===== src/hw/rtl/part_pkg.sv =====
// shared types and codes of the pending acknowledgement retry table
package part_pkg;

    localparam int SLOT_W = 4;
    localparam int RETRY_W = 4;
    localparam logic [RETRY_W-1:0] RETRY_RESET = 4'd5;

    typedef enum logic [1:0] {
        ACT_STORE  = 2'd0,
        ACT_REMOVE = 2'd1,
        ACT_CHECK  = 2'd2
    } action_t;

    typedef enum logic [3:0] {
        ST_STORED  = 4'd0,
        ST_UPDATED = 4'd1,
        ST_FULL    = 4'd2,
        ST_REMOVED = 4'd3,
        ST_NOTFND  = 4'd4,
        ST_RESEND  = 4'd5,
        ST_FINAL   = 4'd6,
        ST_NONE    = 4'd7,
        ST_IGNORED = 4'd8
    } status_t;

    typedef struct packed {
        logic [1:0]  action;
        logic [7:0]  cmd;
        logic [31:0] dest_id;
        logic [31:0] src_id;
        logic [31:0] payload_handle;
    } req_word_t;

    typedef struct packed {
        logic [3:0]  status;
        logic [3:0]  slot;
        logic [7:0]  out_cmd;
        logic [31:0] out_dest_id;
        logic [31:0] out_src_id;
        logic [31:0] out_payload;
        logic [3:0]  retries_left;
    } rsp_word_t;

    typedef struct packed {
        logic [7:0]         cmd;
        logic [31:0]        dest;
        logic [31:0]        src;
        logic [31:0]        body;
        logic [RETRY_W-1:0] retries;
    } slot_entry_t;

    typedef struct packed {
        logic wr_en;
        logic set_live;
        logic clr_live;
    } slot_ctl_t;

endpackage


===== src/hw/rtl/part_slot_store.sv =====
// slot memory with one read and one write port, plus per-slot occupied flags
module part_slot_store #(
    parameter int SLOTS = 10,
    parameter int IDX_W = 4
) (
    input  logic                   clk,
    input  logic                   rst_n,
    input  logic                   rd_en,
    input  logic [IDX_W-1:0]       rd_addr,
    output part_pkg::slot_entry_t  rd_data,
    output logic                   rd_live,
    input  logic [IDX_W-1:0]       wr_addr,
    input  part_pkg::slot_ctl_t    ctl,
    input  part_pkg::slot_entry_t  wr_data
);
    import part_pkg::*;

    slot_entry_t mem [SLOTS];
    slot_entry_t rd_data_reg;
    logic [SLOTS-1:0] live_reg;
    logic             rd_live_reg;

    // entry storage, no reset: an entry is only trusted while its flag is set
    always_ff @(posedge clk)
    begin
        if (ctl.wr_en)
        begin
            mem[wr_addr] <= wr_data;
        end
        if (rd_en)
        begin
            rd_data_reg <= mem[rd_addr];
        end
    end

    always_ff @(posedge clk or negedge rst_n)
    begin
        if (!rst_n)
        begin
            live_reg    <= '0;
            rd_live_reg <= 1'b0;
        end
        else
        begin
            if (ctl.set_live)
            begin
                live_reg[wr_addr] <= 1'b1;
            end
            else if (ctl.clr_live)
            begin
                live_reg[wr_addr] <= 1'b0;
            end
            if (rd_en)
            begin
                rd_live_reg <= live_reg[rd_addr];
            end
        end
    end

    assign rd_data = rd_data_reg;
    assign rd_live = rd_live_reg;

endmodule


===== src/hw/rtl/pending_ack_retry_table_unit.sv =====
// top level of the pending acknowledgement retry table
// a request word is scanned one slot read per cycle, with a compare stage behind the
// reads; after the last compare and a settle step the result is committed and the
// sequencer returns to idle, where the next request word is taken; the commit waits
// while a finished response word is held by a stall
// reset: all slots empty, retry limit 5, no response pending; no clearing pass
module pending_ack_retry_table_unit #(
    parameter int SLOTS = 10
) (
    input  logic                clk,
    input  logic                rst_n,
    input  logic                req_valid,
    output logic                req_stall,
    input  part_pkg::req_word_t req_word,
    output logic                rsp_valid,
    input  logic                rsp_stall,
    output part_pkg::rsp_word_t rsp_word,
    input  logic                cfg_wr_en,
    input  logic [3:0]          cfg_wr_data
);
    import part_pkg::*;

    localparam int IDX_W = (SLOTS > 1) ? $clog2(SLOTS) : 1;
    localparam int CNT_W = $clog2(SLOTS + 1);
    localparam logic [CNT_W-1:0] SCAN_END = CNT_W'(SLOTS);

    // one-hot sequencer: wait for a word, scan every slot, then commit
    typedef enum logic [2:0] {
        S_IDLE = 3'b001,
        S_SCAN = 3'b010,
        S_DONE = 3'b100
    } state_t;

    state_t state_reg, state_next;

    // captured request word and retry limit
    req_word_t          req_reg;
    logic [RETRY_W-1:0] limit_reg;

    // scan pipeline: read issue counter, then compare stage in the cycle after each read
    logic [CNT_W-1:0] rd_cnt_reg;
    logic             cmp_vld_reg;
    logic [IDX_W-1:0] cmp_idx_reg;

    // scan findings: first matching slot (with its entry) and first empty slot
    logic             hit_vld_reg;
    logic [IDX_W-1:0] hit_idx_reg;
    slot_entry_t      hit_data_reg;
    logic             free_vld_reg;
    logic [IDX_W-1:0] free_idx_reg;

    // response holding register, parts the scan from the consumer
    logic      rsp_valid_reg;
    rsp_word_t rsp_word_reg;

    // memory interface
    logic             rd_en;
    logic [IDX_W-1:0] rd_addr;
    slot_entry_t      rd_data;
    logic             rd_live;
    logic [IDX_W-1:0] wr_addr;
    slot_ctl_t        ctl;
    slot_entry_t      wr_data;

    // commit side
    logic               req_fire;
    logic               done_fire;
    logic               cmp_match;
    logic [RETRY_W-1:0] load_val;
    rsp_word_t          rsp_next;
    logic [IDX_W-1:0]   done_addr;
    slot_ctl_t          done_ctl;
    slot_entry_t        done_data;

    part_slot_store #(
        .SLOTS (SLOTS),
        .IDX_W (IDX_W)
    ) u_store (
        .clk     (clk),
        .rst_n   (rst_n),
        .rd_en   (rd_en),
        .rd_addr (rd_addr),
        .rd_data (rd_data),
        .rd_live (rd_live),
        .wr_addr (wr_addr),
        .ctl     (ctl),
        .wr_data (wr_data)
    );

    assign req_stall = (state_reg != S_IDLE);
    assign req_fire  = req_valid && !req_stall;

    // the commit waits until the response register is free or being drained
    assign done_fire = (state_reg == S_DONE) && (!rsp_valid_reg || !rsp_stall);

    assign rd_en   = (state_reg == S_SCAN) && (rd_cnt_reg != SCAN_END);
    assign rd_addr = rd_cnt_reg[IDX_W-1:0];

    // a limit of zero is loaded as one
    assign load_val = (limit_reg == '0) ? RETRY_W'(1) : limit_reg;

    // per-slot test of the compare stage, depends on the action
    always_comb
    begin
        cmp_match = 1'b0;
        case (req_reg.action)
            ACT_STORE:
            begin
                cmp_match = rd_live && (rd_data.cmd == req_reg.cmd)
                            && (rd_data.dest == req_reg.dest_id);
            end
            ACT_REMOVE:
            begin
                cmp_match = rd_live && (rd_data.cmd == req_reg.cmd);
            end
            ACT_CHECK:
            begin
                cmp_match = rd_live;
            end
            default:
            begin
                cmp_match = 1'b0;
            end
        endcase
    end

    always_comb
    begin
        state_next = state_reg;
        unique case (state_reg)
            S_IDLE:
            begin
                if (req_fire)
                begin
                    state_next = S_SCAN;
                end
            end
            S_SCAN:
            begin
                if ((rd_cnt_reg == SCAN_END) && !cmp_vld_reg)
                begin
                    state_next = S_DONE;
                end
            end
            S_DONE:
            begin
                if (done_fire)
                begin
                    state_next = S_IDLE;
                end
            end
            default:
            begin
                state_next = S_IDLE;
            end
        endcase
    end

    // response word and the write-back that goes with it
    always_comb
    begin
        rsp_next        = '0;
        rsp_next.status = ST_IGNORED;
        done_addr       = hit_idx_reg;
        done_ctl        = '0;
        done_data       = hit_data_reg;
        case (req_reg.action)
            ACT_STORE:
            begin
                if (req_reg.cmd != '0)
                begin
                    done_data.cmd     = req_reg.cmd;
                    done_data.dest    = req_reg.dest_id;
                    done_data.src     = req_reg.src_id;
                    done_data.body    = req_reg.payload_handle;
                    done_data.retries = load_val;
                    if (hit_vld_reg)
                    begin
                        rsp_next.status = ST_UPDATED;
                        rsp_next.slot   = SLOT_W'(hit_idx_reg);
                        done_ctl.wr_en  = 1'b1;
                    end
                    else if (free_vld_reg)
                    begin
                        rsp_next.status   = ST_STORED;
                        rsp_next.slot     = SLOT_W'(free_idx_reg);
                        done_addr         = free_idx_reg;
                        done_ctl.wr_en    = 1'b1;
                        done_ctl.set_live = 1'b1;
                    end
                    else
                    begin
                        rsp_next.status = ST_FULL;
                    end
                end
            end
            ACT_REMOVE:
            begin
                // slots were already released during the scan
                if (hit_vld_reg)
                begin
                    rsp_next.status = ST_REMOVED;
                    rsp_next.slot   = SLOT_W'(hit_idx_reg);
                end
                else
                begin
                    rsp_next.status = ST_NOTFND;
                end
            end
            ACT_CHECK:
            begin
                if (hit_vld_reg)
                begin
                    rsp_next.slot        = SLOT_W'(hit_idx_reg);
                    rsp_next.out_cmd     = hit_data_reg.cmd;
                    rsp_next.out_dest_id = hit_data_reg.dest;
                    rsp_next.out_src_id  = hit_data_reg.src;
                    rsp_next.out_payload = hit_data_reg.body;
                    if (hit_data_reg.retries <= RETRY_W'(1))
                    begin
                        // last allowed resend releases the slot
                        rsp_next.status   = ST_FINAL;
                        done_ctl.clr_live = 1'b1;
                    end
                    else
                    begin
                        rsp_next.status       = ST_RESEND;
                        rsp_next.retries_left = hit_data_reg.retries - RETRY_W'(1);
                        done_data.retries     = hit_data_reg.retries - RETRY_W'(1);
                        done_ctl.wr_en        = 1'b1;
                    end
                end
                else
                begin
                    rsp_next.status = ST_NONE;
                end
            end
            default:
            begin
                rsp_next.status = ST_IGNORED;
            end
        endcase
    end

    // write port: remove releases slots as they pass the compare stage,
    // everything else is written once at commit
    always_comb
    begin
        wr_data = done_data;
        if (state_reg == S_SCAN)
        begin
            wr_addr      = cmp_idx_reg;
            ctl          = '0;
            ctl.clr_live = cmp_vld_reg && cmp_match && (req_reg.action == ACT_REMOVE);
        end
        else
        begin
            wr_addr = done_addr;
            ctl     = done_fire ? done_ctl : '0;
        end
    end

    always_ff @(posedge clk or negedge rst_n)
    begin
        if (!rst_n)
        begin
            state_reg     <= S_IDLE;
            limit_reg     <= RETRY_RESET;
            rd_cnt_reg    <= '0;
            cmp_vld_reg   <= 1'b0;
            hit_vld_reg   <= 1'b0;
            free_vld_reg  <= 1'b0;
            rsp_valid_reg <= 1'b0;
        end
        else
        begin
            state_reg <= state_next;
            if (cfg_wr_en)
            begin
                limit_reg <= cfg_wr_data;
            end

            if (req_fire)
            begin
                rd_cnt_reg   <= '0;
                hit_vld_reg  <= 1'b0;
                free_vld_reg <= 1'b0;
            end
            else if (rd_en)
            begin
                rd_cnt_reg <= rd_cnt_reg + CNT_W'(1);
            end
            cmp_vld_reg <= rd_en;

            // keep only the first hit and the first empty slot
            if (cmp_vld_reg)
            begin
                if (cmp_match && !hit_vld_reg)
                begin
                    hit_vld_reg <= 1'b1;
                end
                if (!rd_live && !free_vld_reg)
                begin
                    free_vld_reg <= 1'b1;
                end
            end

            if (done_fire)
            begin
                rsp_valid_reg <= 1'b1;
            end
            else if (!rsp_stall)
            begin
                rsp_valid_reg <= 1'b0;
            end
        end
    end

    // payload registers
    always_ff @(posedge clk)
    begin
        if (req_fire)
        begin
            req_reg <= req_word;
        end
        if (rd_en)
        begin
            cmp_idx_reg <= rd_addr;
        end
        if (cmp_vld_reg && cmp_match && !hit_vld_reg)
        begin
            hit_idx_reg  <= cmp_idx_reg;
            hit_data_reg <= rd_data;
        end
        if (cmp_vld_reg && !rd_live && !free_vld_reg)
        begin
            free_idx_reg <= cmp_idx_reg;
        end
        if (done_fire)
        begin
            rsp_word_reg <= rsp_next;
        end
    end

    assign rsp_valid = rsp_valid_reg;
    assign rsp_word  = rsp_word_reg;

    // a response only appears out of a commit
    a_rsp_from_commit: assert property (@(posedge clk) disable iff (!rst_n)
        $rose(rsp_valid_reg) |-> $past(state_reg == S_DONE))
        else $error("response word raised without a commit");

    // the compare stage only runs while scanning
    a_cmp_in_scan: assert property (@(posedge clk) disable iff (!rst_n)
        cmp_vld_reg |-> (state_reg == S_SCAN))
        else $error("compare stage active outside the scan");

    // an accepted word always starts a scan
    a_accept_scan: assert property (@(posedge clk) disable iff (!rst_n)
        req_fire |=> (state_reg == S_SCAN) && (rd_cnt_reg == '0))
        else $error("accepted word did not start a scan");

    // the read counter never runs past SLOTS, one beyond the last slot index
    a_cnt_bound: assert property (@(posedge clk) disable iff (!rst_n)
        rd_cnt_reg <= SCAN_END)
        else $error("scan counter beyond the last slot");

endmodule

===== config.mk =====
export PLATFORM = sky130hd
export DESIGN_NAME = pending_ack_retry_table_unit
export DESIGN_NICKNAME = d
export VERILOG_FILES = /design/src/hw/rtl/part_pkg.sv /design/src/hw/rtl/part_slot_store.sv /design/src/hw/rtl/pending_ack_retry_table_unit.sv
export SDC_FILE = /design/constraint.sdc
export NUM_CORES = 2
export LEC_CHECK = 0
export BUFFER_PORTS_ARGS = -buffer_cell sky130_fd_sc_hd__buf_2
export CORE_MARGIN = 8
export CORE_UTILIZATION = 60
export DETAILED_ROUTE_END_ITERATION = 8
export MAX_ROUTING_LAYER = met4
export PLACE_DENSITY_LB_ADDON = 0.12
export SLEW_MARGIN = 20
export SYNTH_ARGS = -nofsm -noshare
export SYNTH_HDL_FRONTEND = slang
export SYNTH_SLANG_ARGS = --single-unit

===== constraint.sdc =====
create_clock -name clk -period 18.8 [get_ports clk]
set_clock_uncertainty 0.2 [all_clocks]
set_input_delay 0.94 -clock clk [delete_from_list [all_inputs] [get_ports clk]]
set_output_delay 0.94 -clock clk [all_outputs]
set_load 0.005 [all_outputs]

==> flow_summary.yaml <==
run_status:
  run_status: "completed"
synthesis:
  net_count_synth: 3156
  synth_top_area_share_pct: 78.11
  synth.avg_cell_area_um2: 19.39
  synth_async_sr_flop_share_pct: 1.671
  seq_area_frac_synth_pct: 79.23
  mappedNetlistArea_um2: 58820
  post_synth_num_cell_types: 62
  synth-main-ff-cell: "edfxtp_1"
  synthesis.yosys.warnings: 0
  number_of_flops_mapped_to_enable_cells_by_yosys: 1530
  ys_ff_latch: 1556
  synthesis.instances: 3033
  synth.largest_area_cell: "edfxtp_1"
  synth.top_cells.by_area: "edfxtp_1 (78%), mux4_2 (8.3%), nand2_1 (1.9%), mux2i_1 (1.9%), a211oi_1 (1.4%)"
worst_setup_path:
  crit_path_max_fanout: 64
  worstPathBufferInverterCount: 3
  endpoint_kind_of_the_worst_setup_timing_path: "register"
  critPathRequiredTime_ps: 18950
  critPathSlowestCell: "buf_4"
  worstSetupStartpointType: "register"
  critical_path.top_delay_family: "buffers and inverters"
  critical_path_most_common_cell: "buf_4"
  critPathKind: "register to register"
  path_cells: "buf_4, and3b_1, o21a_1, nor3_2, or2_1, nand3_1, nor2_4, buf_4, buf_4"
  critical-path-max-stage-delay_ps: 860
  worstPathArrival_ps: 6220
clock_tree:
  reg_clk_slew_reported_paths_ps: 70
  holdBufCountCts: 0
  cts.root.buffer_cell: "clkbuf_16"
  number_of_buffers_created_by_cts: 153
  post_cts.resized_instances: 0
  cts-htree-levels: 4
  tritoncts: "yes"
  clock_latency_ps: 740
  post-cts-setup-buffer-count: 0
  cts_num_sinks: 1556
  clk_path_buf_depth: 3
floorplanning:
  rows: 115
  core_region_area_um2: 97840
  fp.dieW_um: 329.1
  die_height_um: 329.1
  die_area_um2: 108300
  top_level_ports: 233
  initial_utilization_pct: 60.11
timing:
  timing.final.setup_violations: 0
  final_period_minus_worst_setup_slack_ps: 6072
  worst-slew-pin-transition_ps: 1150
  finalHoldViolCount: 0
  grt_setup_unrepaired: "false"
  finalCritPeriodShare_pct: 32.30
  timing.max_slew.rel_slack_pct: 23.36
  achievable_freq_mhz: 164.7
  total_count_of_max_transition_violations_in_the_final_report: 0
  tns_setup_ps: 0
routing:
  routed_wirelength_mm: 130.6
  drc: 0
  wire_per_inst_um: 27.74
  num_vias: 29330
  detailedRoute.firstPassIterationCount: 7
  drt-initial-drc-count: 2725
  antenna_left: 0
  vias_per_cell: 6.230
final_layout:
  sequential_cell_area_um2: 46620
  layout-drive-gt1-share_pct: 21.46
  multi_input_area_um2: 11590
  largest_register_ff_count: 1080
  layout-area-overhead-vs-synth_pct: 12.30
  final_nets: 3417
  final_util_pct: 67.51
  n_fill_cell: 6266
  insertedDiodeCount: 0
power_and_ir_drop:
  powerDensity_nw_per_um2: 129.0
  max-vdd-ir-drop_uv: 93.77
  leakage_power_figure_nw: 22.32
global_routing:
  grt_pass1_vias: 30210
  first_pass_grt_wire_length_mm: 194.2
  grt.total_usage_pct: 24.89
  grt_max_degree: 130
  number_of_antenna_violations_at_the_first_check_in_global_routing: 0
  global_route.overflow_total: 0
place:
  hpwlAfterDp_mm: 72.99
  gp_routability_congestion: 0.8505
  port_buf_inserts: 232
min_path:
  min_delay_path_class: "input pin to asynchronous set/reset pin"
run:
  max_cap_violations: 0
-- final cells by class --
class | count | share of cell area [%]
clock buffer | 212 | 6.308
clock inverter | 70 | 0.7387
timing repair buffer | 277 | 2.307
tap | 1287 | 2.438
inverter | 13 | 0.08524
sequential | 1556 | 70.57
multi-input combinational | 1293 | 17.55
-- power by group --
part	total (mW)	switching (mW)	leakage, nW	internal (mW)
Combinational	1.40	0.821	5.66	0.583
Sequential	4.26	0.127	14.4	4.13
Clock	2.86	1.24	2.27	1.62
Total	8.52	2.18	22.3	6.34
-- worst paths after layout --
| path | from | end | slack, ps | depth (start not counted) |
|---|---|---|---|---|
| max | hit_vld_reg$_DFF_PN0_ | u_store.mem[3][56]$_DFFE_PP_ | 12730 | 9 |
| min | rst_n | asynchronous set/reset pin | 70 | 1 |
| max reg2reg | hit_vld_reg$_DFF_PN0_ | u_store.mem[3][56]$_DFFE_PP_ | 12730 | 9 |
| min reg2reg | u_store.rd_data[11]$_DFFE_PP_ | hit_data_reg[11]$_DFFE_PP_ | 210 | 0 |
| max in group asynchronous | rst_n | rd_addr[2]$_DFFE_PN0P_ | 17750 | 1 |
| min in group clk | req_word[39] | req_reg[39]$_DFFE_PP_ | 170 | 1 |
-- worst register-to-register path, delay by kind of cell (launching register included) --
| family | cells | cell delay, ps |
|---|---|---|
| compound gates | 1 | 250 |
| buf+inv | 3 | 2440 |
| flops | 1 | 800 |
| simple gates | 5 | 1960 |
-- cells in the mapped netlist (13+ instances only) --
library cell,n
edfxtp_1,1530
nand2_1,304
mux4_2,218
clkbuf_1,122
a21oi_1,114
a211oi_1,111
mux2i_1,109
nor2b_1,109
and3_1,105
nor2_1,43
xor2_1,40
buf_2,35
dfrtp_1,23
inv_1,13
-- per-stage QoR --
stage          hold WS (ps)  total power, mW  setup slack (ps)  area [um^2]  std cells
2_1_floorplan         200.3            5.329              4917        58820       3033
3_3_place_gp          201.4            5.703             12990        61400       4426
3_5_place_dp          204.5            5.747             12810        61400       4426
4_1_cts               45.23            8.579             12730        66050       4708
5_1_grt               69.52            8.826             12460        66050       4708
6_report              65.77            8.519             12730        66050       4708
-- per-layer routing --
layer  share of wire, %  vias up  track usage, %
met5                  0        -               -
met3                7.2      205           4.938
li1                   -    12610               -
met4                2.2        0           6.242
met2                 49     1170           39.77
met1                 41    15340           33.47
-- kinds of logic after synthesis --
family                   share of synthesized area, %
buffers and inverters                           1.264
AO/OA/AOI/OAI                                   3.378
multiplexers                                    10.28
AND/OR/NAND/NOR                                 5.014
XOR/XNOR                                       0.6701
adder cells (fa/ha/maj)                        0.1702
flip-flops                                      79.23
-- layout by cell type, fill, tap and decap left out, types with 5 or more instances in the layout --
cell,synthesis,final
inv_6,0,9
nor2_1,43,33
xor2_1,40,40
buf_2,35,232
clkinv_2,0,24
nor3_1,7,7
a211oi_1,111,111
clkbuf_1,122,53
o21ai_0,10,10
or2_1,5,5
clkbuf_16,0,158
nand2_1,304,304
mux4_2,218,218
mux2i_1,109,109
edfxtp_1,1530,1530
nor2_4,0,10
o21ai_1,10,10
a21oi_1,114,114
nand3_1,12,12
a22o_1,8,8
dfrtp_4,0,5
inv_1,13,11
bufinv_16,0,5
buf_4,0,43
and3_1,105,105
dfrtp_1,23,18
ha_1,8,7
nor2b_1,109,108
xnor2_1,5,5
clkinv_1,0,29
nor4_1,9,9
No activity file was read; power rests on OpenSTA's default activity.
